[config.mk]
export PLATFORM = sky130hd
export DESIGN_NAME = hashed_pte_decode_check
export DESIGN_NICKNAME = d
export VERILOG_FILES = /design/src/hpdc_pkg.sv /design/src/hpdc_vsid_table.sv /design/src/hpdc_decode.sv /design/src/hashed_pte_decode_check.sv
export SDC_FILE = /design/constraint.sdc
export NUM_CORES = 1
export LEC_CHECK = 0
export BUFFER_PORTS_ARGS = -buffer_cell sky130_fd_sc_hd__buf_4
export CAP_MARGIN = 10
export CELL_PAD_IN_SITES_DETAIL_PLACEMENT = 0
export CELL_PAD_IN_SITES_GLOBAL_PLACEMENT = 2
export CORE_ASPECT_RATIO = 0.6
export CORE_MARGIN = 3
export CORE_UTILIZATION = 40
export DETAILED_ROUTE_END_ITERATION = 6
export PLACE_DENSITY_LB_ADDON = 0.1
export SYNTH_ARGS = -nofsm -noshare
export SYNTH_HDL_FRONTEND = slang
export SYNTH_SLANG_ARGS = --single-unit
[constraint.sdc]
create_clock -name clk -period 9.4 [get_ports clk]
set_input_delay 0.47 -clock clk [delete_from_list [all_inputs] [get_ports clk]]
set_output_delay 0.47 -clock clk [all_outputs]
set_load 0.02 [all_outputs]
[src/hpdc_pkg.sv]
package hpdc_pkg;

	localparam int unsigned MaskW = 19;
	localparam int unsigned VsidW = 24;
	localparam int unsigned SlotW = 3;

	localparam logic FUNC_CHECK = 1'b0;
	localparam logic FUNC_LOAD  = 1'b1;

	localparam logic [MaskW-1:0] HASH_MASK_RESET = 19'h003ff;

	localparam logic [31:0] PHYS_MEM1_END    = 32'h0180_0000;
	localparam logic [31:0] PHYS_MEM2_BASE   = 32'h1000_0000;
	localparam logic [31:0] PHYS_MEM2_END    = 32'h1400_0000;
	localparam logic [31:0] PHYS_DEV_BASE    = 32'h0c00_0000;
	localparam logic [31:0] PHYS_DEV_END     = 32'h0e00_0000;

	localparam logic [31:0] WIN0_BASE = 32'ha000_0000;
	localparam logic [31:0] WIN0_END  = 32'ha000_4000;
	localparam logic [31:0] WIN1_BASE = 32'hc000_0000;
	localparam logic [31:0] WIN1_END  = 32'hc180_0000;
	localparam logic [31:0] WIN2_BASE = 32'hcc00_0000;
	localparam logic [31:0] WIN2_END  = 32'hcd80_0000;
	localparam logic [31:0] WIN3_BASE = 32'hd000_0000;
	localparam logic [31:0] WIN3_END  = 32'hd400_0000;

	typedef struct packed {
		logic             func;
		logic [SlotW-1:0] vsid_slot;
		logic [VsidW-1:0] vsid_value;
		logic [MaskW-1:0] group_index;
		logic [31:0]      pte_high;
		logic [31:0]      pte_low;
	} in_item_t;

	typedef struct packed {
		logic             entry_valid;
		logic [VsidW-1:0] vsid;
		logic [15:0]      page_index;
		logic [19:0]      real_page;
		logic             secondary;
		logic [3:0]       segment;
		logic             is_kernel;
		logic [31:0]      eff_addr;
		logic             api_mismatch;
		logic             bad_real_page;
		logic             in_loader_window;
	} out_item_t;

	typedef struct packed {
		logic             hit;
		logic [SlotW-1:0] slot;
	} vsid_match_t;

endpackage

[src/hpdc_vsid_table.sv]
module hpdc_vsid_table #(
	parameter int unsigned KERNEL_SEGMENTS = 8
) (
	input  logic                       clk,
	input  logic                       arst_n,
	input  logic                       load_en,
	input  logic [hpdc_pkg::SlotW-1:0] load_slot,
	input  logic [hpdc_pkg::VsidW-1:0] load_value,
	input  logic [hpdc_pkg::VsidW-1:0] query_vsid,
	output hpdc_pkg::vsid_match_t      match
);
	import hpdc_pkg::*;

	logic [VsidW-1:0] vsids_q [KERNEL_SEGMENTS];
	logic             slot_ok;

	assign slot_ok = {29'd0, load_slot} < KERNEL_SEGMENTS;

	always_ff @(posedge clk or negedge arst_n) begin
		if (!arst_n) begin
			for (int i = 0; i < KERNEL_SEGMENTS; i++) begin
				vsids_q[i] <= '0;
			end
		end else if (load_en && slot_ok) begin
			for (int i = 0; i < KERNEL_SEGMENTS; i++) begin
				if (load_slot == SlotW'(i)) begin
					vsids_q[i] <= load_value;
				end
			end
		end
	end

	// The lowest matching slot wins, so scan from the top down.
	always_comb begin
		match = '0;
		for (int i = KERNEL_SEGMENTS - 1; i >= 0; i--) begin
			if (vsids_q[i] == query_vsid) begin
				match.hit  = 1'b1;
				match.slot = SlotW'(i);
			end
		end
	end

endmodule

[src/hpdc_decode.sv]
module hpdc_decode (
	input  hpdc_pkg::in_item_t          item,
	input  logic [hpdc_pkg::MaskW-1:0]  hash_mask,
	input  hpdc_pkg::vsid_match_t       match,
	output hpdc_pkg::out_item_t         result
);
	import hpdc_pkg::*;

	logic [VsidW-1:0] vsid;
	logic             sec;
	logic [5:0]       api;
	logic [19:0]      rpn;
	logic [MaskW-1:0] prim;
	logic [MaskW-1:0] pil;
	logic [15:0]      pidx;
	logic [5:0]       overlap;
	logic             mism;
	logic [3:0]       seg;
	logic [31:0]      ea;
	logic [31:0]      phys;
	logic             phys_ok;
	logic             win;

	always_comb begin
		vsid    = item.pte_high[30:7];
		sec     = item.pte_high[6];
		api     = item.pte_high[5:0];
		rpn     = item.pte_low[31:12];
		prim    = sec ? (~item.group_index & hash_mask) : (item.group_index & hash_mask);
		pil     = (prim ^ vsid[MaskW-1:0]) & hash_mask;
		pidx    = {api, pil[9:0]};
		overlap = hash_mask[15:10];
		mism    = (overlap != '0) && ((pil[15:10] & overlap) != (api & overlap));
		seg     = match.hit ? {1'b1, match.slot} : 4'd0;
		ea      = {seg, pidx, 12'd0};
		phys    = {rpn, 12'd0};
		phys_ok = (phys < PHYS_MEM1_END)
			|| (phys >= PHYS_MEM2_BASE && phys < PHYS_MEM2_END)
			|| (phys >= PHYS_DEV_BASE && phys < PHYS_DEV_END);
		win     = (ea >= WIN0_BASE && ea < WIN0_END)
			|| (ea >= WIN1_BASE && ea < WIN1_END)
			|| (ea >= WIN2_BASE && ea < WIN2_END)
			|| (ea >= WIN3_BASE && ea < WIN3_END);

		result = '0;
		if (item.pte_high[31]) begin
			result.entry_valid      = 1'b1;
			result.vsid             = vsid;
			result.page_index       = pidx;
			result.real_page        = rpn;
			result.secondary        = sec;
			result.segment          = seg;
			result.is_kernel        = match.hit;
			result.eff_addr         = ea;
			result.api_mismatch     = mism;
			result.bad_real_page    = !phys_ok;
			result.in_loader_window = match.hit && win;
		end
	end

endmodule

[src/hashed_pte_decode_check.sv]
// Channel  Direction  Handshake           Payload
// in       to block   in_valid/in_stall   in_item  (check or VSID load)
// out      from block out_valid/out_stall out_item (one per check item)
// cfg      to block   cfg_we              cfg_data (hash mask)
//
// One item is accepted per cycle while in_stall is low; a check item passes from the
// input register into the result register and from there shows on out_item.
// A load item writes the VSID table as it leaves the input register.
// arst_n clears the valid flags, the VSID table and sets the mask to 0x3ff.
// A stall on out holds the result register, and in_stall rises only when a
// check item in the input register cannot move into it.
module hashed_pte_decode_check #(
	parameter int unsigned KERNEL_SEGMENTS = 8
) (
	input  logic                       clk,
	input  logic                       arst_n,
	input  logic                       in_valid,
	output logic                       in_stall,
	input  hpdc_pkg::in_item_t         in_item,
	output logic                       out_valid,
	input  logic                       out_stall,
	output hpdc_pkg::out_item_t        out_item,
	input  logic                       cfg_we,
	input  logic [hpdc_pkg::MaskW-1:0] cfg_data
);
	import hpdc_pkg::*;

	logic [MaskW-1:0] hash_mask_q;
	logic             valid_s1;
	in_item_t         item_s1;
	logic             out_valid_q;
	out_item_t        out_q;
	logic             is_load_s1;
	logic             adv_s1;
	vsid_match_t      match;
	out_item_t        result;

	assign is_load_s1 = item_s1.func == FUNC_LOAD;
	assign adv_s1     = valid_s1 && (is_load_s1 || !out_valid_q || !out_stall);
	assign in_stall   = valid_s1 && !adv_s1;
	assign out_valid  = out_valid_q;
	assign out_item   = out_q;

	always_ff @(posedge clk or negedge arst_n) begin
		if (!arst_n) begin
			hash_mask_q <= HASH_MASK_RESET;
		end else if (cfg_we) begin
			hash_mask_q <= cfg_data;
		end
	end

	always_ff @(posedge clk or negedge arst_n) begin
		if (!arst_n) begin
			valid_s1 <= 1'b0;
		end else if (in_valid && !in_stall) begin
			valid_s1 <= 1'b1;
		end else if (adv_s1) begin
			valid_s1 <= 1'b0;
		end
	end

	always_ff @(posedge clk) begin
		if (in_valid && !in_stall) begin
			item_s1 <= in_item;
		end
	end

	hpdc_vsid_table #(
		.KERNEL_SEGMENTS(KERNEL_SEGMENTS)
	) u_vsid_table (
		.clk       (clk),
		.arst_n    (arst_n),
		.load_en   (adv_s1 && is_load_s1),
		.load_slot (item_s1.vsid_slot),
		.load_value(item_s1.vsid_value),
		.query_vsid(item_s1.pte_high[30:7]),
		.match     (match)
	);

	hpdc_decode u_decode (
		.item     (item_s1),
		.hash_mask(hash_mask_q),
		.match    (match),
		.result   (result)
	);

	always_ff @(posedge clk or negedge arst_n) begin
		if (!arst_n) begin
			out_valid_q <= 1'b0;
		end else if (adv_s1 && !is_load_s1) begin
			out_valid_q <= 1'b1;
		end else if (!out_stall) begin
			out_valid_q <= 1'b0;
		end
	end

	always_ff @(posedge clk) begin
		if (adv_s1 && !is_load_s1) begin
			out_q <= result;
		end
	end

	assert property (@(posedge clk) disable iff (!arst_n)
		in_stall |-> valid_s1 && !is_load_s1 && out_valid_q)
		else $error("input stalled without a blocked check item");

	assert property (@(posedge clk) disable iff (!arst_n)
		out_valid_q && !out_q.entry_valid |-> out_q == '0)
		else $error("invalid entry item carries nonzero fields");

	assert property (@(posedge clk) disable iff (!arst_n)
		out_valid_q && out_q.in_loader_window |-> out_q.is_kernel)
		else $error("loader window flag set on a user entry");

	assert property (@(posedge clk) disable iff (!arst_n)
		out_valid_q |-> (out_q.is_kernel == out_q.segment[3])
			&& (out_q.is_kernel || out_q.segment == 4'd0))
		else $error("segment disagrees with kernel match");

endmodule
Yosys cells after proc, flatten, opt, wreduce, memory -nomap -nowiden
Cells that the tools add are included.
{"block": "word_totals", "word_cells": 118, "input_bits": 135, "ff_bits": 420, "out_inout_bits": 104}
{"block": "classes", "mux": 15, "order_cmp": 13, "n_eq_ne": 17, "n_bitwise": 7, "reduce_logical": 37}
{"op": "== test 24 bit", "count": 8}
{"op": ">= comparator 32 bit (second input constant)", "count": 4}
{"op": "< comparator 32 bit (second input constant)", "count": 4}
{"op": "two-way mux 102 bit", "count": 1}
{"op": "AND 16 bit", "count": 3}
{"op": "two-way mux 4 bit", "count": 9}
{"op": ">= comparator 32 x 28 -> 1 bit (second input constant)", "count": 1}
{"op": ">= comparator 32 x 29 -> 1 bit (second input constant)", "count": 1}
{"op": "< comparator 32 x 25 -> 1 bit (second input constant)", "count": 1}
{"op": "< comparator 32 x 28 -> 1 bit (second input constant)", "count": 1}
{"op": "< comparator 32 x 29 -> 1 bit (second input constant)", "count": 1}
{"op": "two-way mux 16 bit", "count": 1}
{"op": "inverter 16 bit", "count": 1}
{"op": "AND reduction 2 bit", "count": 8}
{"op": "XOR 16 bit", "count": 1}
{"op": "logical AND 1 bit", "count": 13}
{"op": "AND 6 bit", "count": 2}
{"op": "== test 3 bit (second input constant)", "count": 4}
{"op": "logical OR 1 bit", "count": 7}
{"op": "== test 3 x 2 -> 1 bit (second input constant)", "count": 2}
{"op": "zero test 1 bit", "count": 6}
{"op": "!= test 6 bit", "count": 1}
{"op": "nonzero test 6 bit", "count": 1}
{"op": "two-way mux 1 bit", "count": 4}
{"op": "other kinds (4)", "count": 4}

Depth between registers and ports, before layout
Gate-level depths: netlist of the first run.
{"block": "depth", "word_depth": 17, "ltp_mapped": 9, "mapped_depth_nobuf": 8}

Cells and area by module
A second synthesis of the first run with hierarchy kept.
{"block": "unflattened", "cells_unflattened": 1141, "area_unflattened_um2": 18003.5}
{"mod": "hpdc_vsid_table", "seq_area_each_um2": 4804.6, "area_per_inst_um2": 9480.3, "cells_per_inst": 708, "instances": 1}
{"mod": "hashed_pte_decode_check", "seq_area_each_um2": 6934.2, "area_per_inst_um2": 7267.0, "cells_per_inst": 264, "instances": 1}
{"mod": "hpdc_decode", "seq_area_each_um2": 0.0, "area_per_inst_um2": 1256.2, "cells_per_inst": 169, "instances": 1}

Worst setup path after synthesis of the first run
Ideal clock, no wire load.
{"block": "synth_timing", "path_type": "reg-to-reg", "start": "register item_s1, in the netlist is_load_s1", "end": "register out_q, in the netlist out_item[0] (enable)", "path_slack_ps": 4962, "period_less_slack_ps": 4438, "setup_time_ps": 519, "required_time_ps": 8881, "n_path_buf": 0, "t_arrival_ps": 3919, "stages_incl_launch_ff": 3, "cell_sequence": "edfxtp_1 > nand2b_1 > a21oi_1"}
{"block": "synth_via", "elab_chain_len": 4, "word_cells_on_any_way": 5, "classes_between": "reduce/logical (5)"}
{"item": "start, declared", "line": "hashed_pte_decode_check.sv:30", "text": "in_item_t item_s1;"}
{"item": "start signal, assigned", "line": "hashed_pte_decode_check.sv:64", "text": "item_s1 <= in_item;"}
{"item": "logical OR 1 bit (2 in series)", "line": "hashed_pte_decode_check.sv:39", "text": "assign adv_s1 = valid_s1 && (is_load_s1 || !out_valid_q || !out_stall);"}
{"item": "logical AND 1 bit", "line": "hashed_pte_decode_check.sv:39"}
{"item": "logical AND 1 bit (*)", "line": "hashed_pte_decode_check.sv:98", "text": "if (adv_s1 && !is_load_s1) begin"}
{"item": "end signal, assigned", "line": "hashed_pte_decode_check.sv:99", "text": "out_q <= result;"}
{"item": "end, declared", "line": "hashed_pte_decode_check.sv:32", "text": "out_item_t out_q;"}
Mark *: on every way between the ends. The rest lies on a longest branch, timed or not.
A chain may end at the register's enable or synchronous reset.

Worst setup path in the final report of the first run
{"block": "layout_timing", "start": "register item_s1[42] (netlist bit)", "end": "register out_q, in the netlist out_item[0], data pin"}
{"block": "layout_via", "elab_chain_len": 16, "word_cells_on_any_way": 35, "classes_between": "order compare (8); eq/ne (8); mux (9); bitwise (2); reduce/logical (8)"}
{"item": "== test 24 bit", "line": "hpdc_vsid_table.sv:37", "text": "if (vsids_q[i] == query_vsid) begin"}
{"item": "two-way mux 4 bit (8 in series)", "line": "hpdc_vsid_table.sv:37"}
{"item": "two-way mux 4 bit", "line": "hpdc_decode.sv:34", "text": "seg = match.hit ? {1'b1, match.slot} : 4'd0;"}
{"item": ">= comparator 32 bit (tied with other cells)", "line": "hpdc_decode.sv:40", "text": "win = (ea >= WIN0_BASE && ea < WIN0_END)"}
{"item": "logical AND 1 bit, on equally long branches", "line": "hpdc_decode.sv:40, hpdc_decode.sv:41"}
{"item": "logical OR 1 bit", "line": "hpdc_decode.sv:41", "text": "|| (ea >= WIN1_BASE && ea < WIN1_END)"}
{"item": "logical OR 1 bit", "line": "hpdc_decode.sv:42", "text": "|| (ea >= WIN2_BASE && ea < WIN2_END)"}
{"item": "logical OR 1 bit", "line": "hpdc_decode.sv:43", "text": "|| (ea >= WIN3_BASE && ea < WIN3_END);"}
{"item": "logical AND 1 bit (*)", "line": "hpdc_decode.sv:57", "text": "result.in_loader_window = match.hit && win;"}
Marks and branches as above.

==> flow_summary.toml, run 1 <==
[status]
status = "complete, no violations"

[global_routing]
grt_max_degree = 84
grt_pass1_wl_um = 64400
grt-ovfl-total = 0
track_usage = 0.204
grt_pass1_vias = 9418
antenna_found_initial = 2

[synthesis]
yosys_most_used_dff = "dfrtp_1"
synth_edf_count = 165
ys_ff_latch = 375
synth_warnings = 0
netlist-cell-type-count = 48
async_reset_ff_frac = 0.560
syn_area_um2 = 16500
syn_area_per_cell_um2 = 14.9
synthCells = 1109
yosysSeqAreaShare = 0.620

[sta]
skew_ns = 0.0146
tns_ns = 0
slew_viol_final = 0
final-setup-viol-count = 0
rsz0062_at_grt = "false"
setup_ws_ns = 5.64
final.min_clock_period_ns = 3.76
hold_violations = 0
worstMarginPinSlew_ns = 1.24
timing.final.crit_share = 0.400
max_clock_freq_ghz = 0.266
slew_headroom = 0.163
fin_hold_ws_ns = 0.103

[route]
wirelength_um = 44500
drtIter0Drc = 577
dr.pass1.iters = 4
wl_per_cell_um = 24.0
via_per_inst = 5.00
ant_nets = 0
vias = 9273
drc = 0

[setup_path]
cp_top_family = "simple AND/OR/NAND/NOR gates"
path_buf_inv = 0
slowest_delay_ns = 1.01
required_ns = 9.77
worstSetupPathType = "reg -> reg"
cp.arrival_ns = 4.13
cp_slowest_cell = "edfxtp_1"
path_cells = "xor2_1 > nor4_1 > nand4_1 > nor3_2 > nor4_1 > and2_4 > or4_1 > a211oi_2"
crit_fanout = 10
critPathLaunchType = "register"
cpMostUsedCell = "nor4_1"
cp-end-kind = "register"

[clocking]
postCtsSetupBuffers = 0
path_clk_slew_ns = 0.07
root_buffer = "clkbuf_16"
insertion_delay_ns = 0.54
clock_path_buffers = 3
cts_tree = "built"
cts.sinks = 375
cts.htree.levels = 2
numCtsBuffers = 38

[placement]
place.gp.congestion = 0.785
hpwl_um = 30100
port_buffers = 208
place_ws_ns = 5.68
place_inst = 1784

[job]
cap_violations = 0

[cells_and_area]
syn2layout_area_growth_pct = 18.9
nets = 1439
drive_gt1_frac = 0.389
fin_cells = 1854
antenna_cells = 0

[floorplan]
dieArea_um2 = 43800
die_w_um = 268
dieHeight_um = 163
core_area_um2 = 39900
io_pins = 239
start_util = 0.413
rows = 56

[power_and_ir_drop]
ir_drop_v = 0.000112
cellPowerDensity_nw_per_um2 = 228
total_leakage_power_nw = 7.98

[worst_hold_path]
min_path_type = "in -> reg"
[layer usage]
metal  GRT usage  share of wire
met1       0.333           0.53
met2       0.284           0.41
met3      0.0358          0.044
met5           0              0
met4      0.0349          0.013
[per-stage QoR]
step	total power, mW	util	area [um^2]
6_report	4.48	0.492	19600
5_1_grt	4.69	0.492	19600
4_1_cts	4.53	0.491	19600
3_5_place_dp	2.95	0.459	18300
3_3_place_gp	2.93	0.459	18300
2_1_floorplan	2.70	-	16500
[final cells by class]
class | instances | area (um^2)
Inverter | 7 | 26.3
Tap cell | 522 | 653
Fill cell | 3545 | 20300
Clock inverter | 13 | 163
Clock buffer | 55 | 1110
Sequential cell | 375 | 10200
Multi-Input combinational cell | 652 | 5690
Timing Repair Buffer | 230 | 1730
[power by group]
| group | internal (mW) | leakage (nW) | switching [mW] |
|---|---|---|---|
| clock | 0.929 | 0.618 | 0.634 |
| sequential | 2.00 | 4.14 | 0.216 |
| combinational | 0.388 | 3.22 | 0.311 |
| total | 3.32 | 7.98 | 1.16 |
[timing repair]
item / CTS / global route
endpoints found under the hold margin: 44 / 0
resized for setup: 0 / 0
endpoints found under the setup margin: 0 / 0
hold buffers: 1 / 0
[sequential cells by signal (all words and copies together) (netlist names)]
signal,count
u_vsid_table.vsids_q,192
item_s1,95
out_item,69
hash_mask_q,16
is_load_s1,1
out_valid,1
valid_s1,1
[path summary, 6_finish.rpt]
path,from,end,slack [ns],depth (start not counted)
setup / recovery,item_s1[42],out_item[0],5.64,8
hold / removal,in_item[40],item_s1[40],0.10,1
setup reg to reg,item_s1[42],out_item[0],5.64,8
hold reg to reg,item_s1[20],out_item[49],0.52,1
max in group asynchronous,arst_n,u_vsid_table.vsids_q[42],7.40,3
min in group asynchronous,arst_n,hash_mask_q[13],0.50,2
[cells by family after synthesis]
kind of cell / synth area share
compound gates: 0.0121
xor+xnor: 0.123
buf+inv: 0.0386
flops: 0.620
mux: 0.141
other cells: 0.000228
simple gates: 0.0650
[Yosys cell counts, types with 3 or more instances]
cell / number / area (um^2)
a21oi_1: 5 / 25.0
a22oi_1: 5 / 37.5
and2_1: 51 / 319
and3_1: 10 / 62.6
buf_4: 36 / 270
buf_6: 20 / 225
clkbuf_1: 29 / 109
dfrtp_1: 200 / 5000
dfstp_2: 10 / 263
edfxtp_1: 165 / 4950
inv_1: 7 / 26.3
mux2_2: 205 / 2310
nand2_1: 11 / 41.3
nand2b_1: 4 / 25.0
nand3_1: 3 / 15.0
nand4_1: 27 / 169
nor2_1: 14 / 52.6
nor3_2: 4 / 40.0
nor4_1: 32 / 200
o21ai_0: 7 / 35.0
xnor2_1: 101 / 885
xor2_1: 129 / 1130
[cell usage in the layout, fill, tap and decap left out, drive strengths merged, types with 7 or more instances in the layout]
master    n
buf     228
mux2    205
dfrtp   200
edfxtp  165
xor2    130
xnor2   101
clkbuf   56
and2     54
nor4     32
nand4    27
nor2     14
conb     12
nand2    11
and3     10
dfstp    10
nor3      8
clkinv    8
inv       7
o21ai     7
Power figures use the tool's default switching activity.
==> inputs of run 2 (changes only) <==
Settings changed: ABC_AREA set to 1, CORE_UTILIZATION 40 to 33.
Clock period 9.4 ns to 3.19 ns, I/O delays scaled along.
==> run 2 against run 1 <==
Design area increased by 6.4%. Clock power increased to 2.8 times the previous value. Worst hold slack worse by 0.060 ns. Sequential cell count is the same. Routed wire length is 0.74% higher. Clock skew up 0.0078 ns. Register-to-register slack lost 5.0 ns. Via count up 21%. Global-route usage shrank 3.3 points. First-iteration DRC count up 34%. Largest cell class unchanged. Setup slack lost 5.0 ns.
==> flow_summary.toml, run 2 <==
[cells_and_area]
largest_register_ffs = 192
register_area_um2 = 10200
syn2layout_area_growth_pct = 26.0
nFillCells = 4711
nets = 1991
multi_input_area_um2 = 5140
antenna_cells = 0
final_cell_mix = "385 x nand2_1, 224 x buf_4, 200 x dfrtp_1, 198 x o21ai_0, 165 x edfxtp_1"
regMostFlops = "u_vsid_table.vsids_q"
fin_util = 0.429
final_common_cell = "nand2_1"
drive_gt1_frac = 0.180

[worst_hold_path]
min_to = "hash_mask_q[11]"
hold_start = "cfg_we"
min_path_type = "in -> reg"
hold_depth = 3

[setup_path]
r2r_slack_ns = 0.69
path_buf_inv = 0
cp.arrival_ns = 2.90
critPathLaunchType = "register"
cp_top_family = "simple AND/OR/NAND/NOR gates"
path_cells = "xnor2_1 > nand4_1 > nor2_1 > nand3_1 > nand2_1 > nor2_4 > nand2_1 > nand3_2 > a21oi_1 > nand2_1 > a21oi_2"
cp_slowest_cell = "edfxtp_1"
crit_fanout = 10
cp-startpoint = "item_s1[41]"
timing.rr.end = "out_item[0]"
required_ns = 3.58
timing.rr.start = "item_s1[41]"
worstSetupPathType = "reg -> reg"
cp-end-kind = "register"
slowest_delay_ns = 0.82
reg2reg_depth = 11
cpMostUsedCell = "nand2_1"

[floorplan]
dieHeight_um = 179
core_area_um2 = 48600
io_pins = 239
rows = 62
die_w_um = 295
dieArea_um2 = 52900
start_util = 0.340

[route]
dr.pass1.iters = 5
wirelength_um = 44800
via_per_inst = 4.46
drtIter0Drc = 771
ant_nets = 0
drc = 0
vias = 11300
wl_per_cell_um = 17.7

[placement]
hpwl_um = 30400
place_ws_ns = 0.680
place.gp.congestion = 0.737
port_buffers = 208

[power_and_ir_drop]
ir_drop_v = 0.000313
total_leakage_power_nw = 9.22
cellPowerDensity_nw_per_um2 = 619

[synthesis]
ys_top_cells_by_area = "dfrtp_1 30%, edfxtp_1 30%, nand2_1 8.7%, xnor2_1 8.3%, o21ai_0 6.0%"
yosys_most_used_dff = "dfrtp_1"
synthCells = 1567
synth_fa_ha_area_frac = 0
synth_area_leader_cell = "dfrtp_1"
synth_compound_area_frac = 0.0659
yosysMostFrequentCell = "nand2_1"
yosys.area_share.simple = 0.127
synth_top_area_frac = 0.303
synth_top_family_by_area = "simple AND/OR/NAND/NOR gates"
syn_area_per_cell_um2 = 10.6
syn_area_um2 = 16500
synthTopCellsByCount = "385 x nand2_1, 200 x dfrtp_1, 198 x o21ai_0, 165 x edfxtp_1, 156 x xnor2_1"
ys_ff_latch = 375
synth_edf_count = 165
netlist-cell-type-count = 37
synth_xor_area_frac = 0.105
synthMuxAreaShare = 0.00953
synth_warnings = 0
yosysSeqAreaShare = 0.618
async_reset_ff_frac = 0.560

[clocking]
postCtsSetupBuffers = 0
numCtsBuffers = 39
root_buffer = "clkbuf_16"
cts_tree = "built"
path_clk_slew_ns = 0.06
insertion_delay_ns = 0.53
clock_path_buffers = 3
cts.htree.levels = 2
cts.sinks = 375

[global_routing]
grt_pass1_wl_um = 69700
antenna_found_initial = 0
grt_pass1_vias = 11400
grt_max_degree = 96
grt-ovfl-total = 0
track_usage = 0.171

[sta]
slew_viol_final = 0
slew_headroom = 0.365
final-setup-viol-count = 0
worstMarginPinSlew_ns = 0.952
setup_ws_ns = 0.687
hold_violations = 0
timing.final.crit_share = 0.784
final.min_clock_period_ns = 2.50
skew_ns = 0.0224
tns_ns = 0
rsz0062_at_grt = "false"
max_clock_freq_ghz = 0.400

[status]
status = "complete, no violations"

[job]
cap_violations = 0
-- run 2: changes by cell type after synthesis, moves of 12 or more --
cell,change
clkbuf_1,+16
nor2_1,+61
mux2_2,-191
xor2_1,-86
o21ai_0,+191
and2_1,-51
nand2_1,+374
nand3_1,+12
inv_1,+116
xnor2_1,+55
nor4_1,-31
-- run 2: per-stage QoR --
step / cells / hold slack, ns / power, mW / instance area [um^2]
3_5_place_dp: 2340 / 0.314 / 8.50 / 18500
6_report: 2524 / 0.0433 / 12.9 / 20800
3_3_place_gp: 2340 / 0.322 / 8.46 / 18500
5_1_grt: 2524 / 0.0453 / 13.7 / 20800
4_1_cts: 2524 / 0.000626 / 13.1 / 20800
2_1_floorplan: 1578 / -0.136 / 7.80 / 16600
-- run 2: worst max path at each step --
stage          slack, ns  cells after the start          end
2_1_floorplan       0.04                      5   is_load_s1
3_3_place_gp        0.63                     17  out_item[0]
3_5_place_dp        0.68                     11  out_item[0]
4_1_cts             0.67                     11  out_item[0]
5_1_grt             0.41                     18  out_item[0]
6_report            0.69                     11  out_item[0]
-- run 2: cell type report --
class,count,area share
clock buffers,58,0.0554
inverters,136,0.0249
well taps,640,0.0384
multi-input cells,959,0.247
repair buffers,345,0.141
flip-flops and latches,375,0.490
clock inverters,11,0.00288
-- run 2: layer usage --
| metal | vias up | track usage | share of wire |
|---|---|---|---|
| met5 | - | 0 | 0 |
| met4 | 0 | 0.0319 | 0.016 |
| met2 | 175 | 0.253 | 0.43 |
| met1 | 5453 | 0.268 | 0.52 |
| met3 | 55 | 0.0248 | 0.036 |
| li1 | 5569 | - | - |
-- run 2: worst register-to-register path: stages, from the launching register on --
cell	delay, ns
edfxtp_1	0.82
xnor2_1	0.20
nand4_1	0.20
nor2_1	0.30
nand3_1	0.17
nand2_1	0.15
nor2_4	0.06
nand2_1	0.08
nand3_2	0.07
a21oi_1	0.14
nand2_1	0.08
a21oi_2	0.09
-- run 2: report_power, final --
group          total [mW]  internal, mW  switching, mW
clock network        4.40          2.50           1.90
logic                2.11          1.04           1.07
registers            6.38          5.83          0.559
total                12.9          9.37           3.53
-- run 2: kinds of logic (layout without fill, tap and decap cells) --
family                    after synthesis  after routing
AOI/OAI and AO/OA                     212            212
buffers and inverters                 244            550
other                                   1             12
muxes                                  14             14
and+or+nand+nor                       522            522
DFF                                   375            375
xor gates and xnor gates              199            199
-- run 2: what timing repair did --
action,4_1_cts,5_1_grt
endpoints found under the hold margin,203,0
hold buffers,115,0
gates resized for setup,0,0
endpoints found under the setup margin,0,0
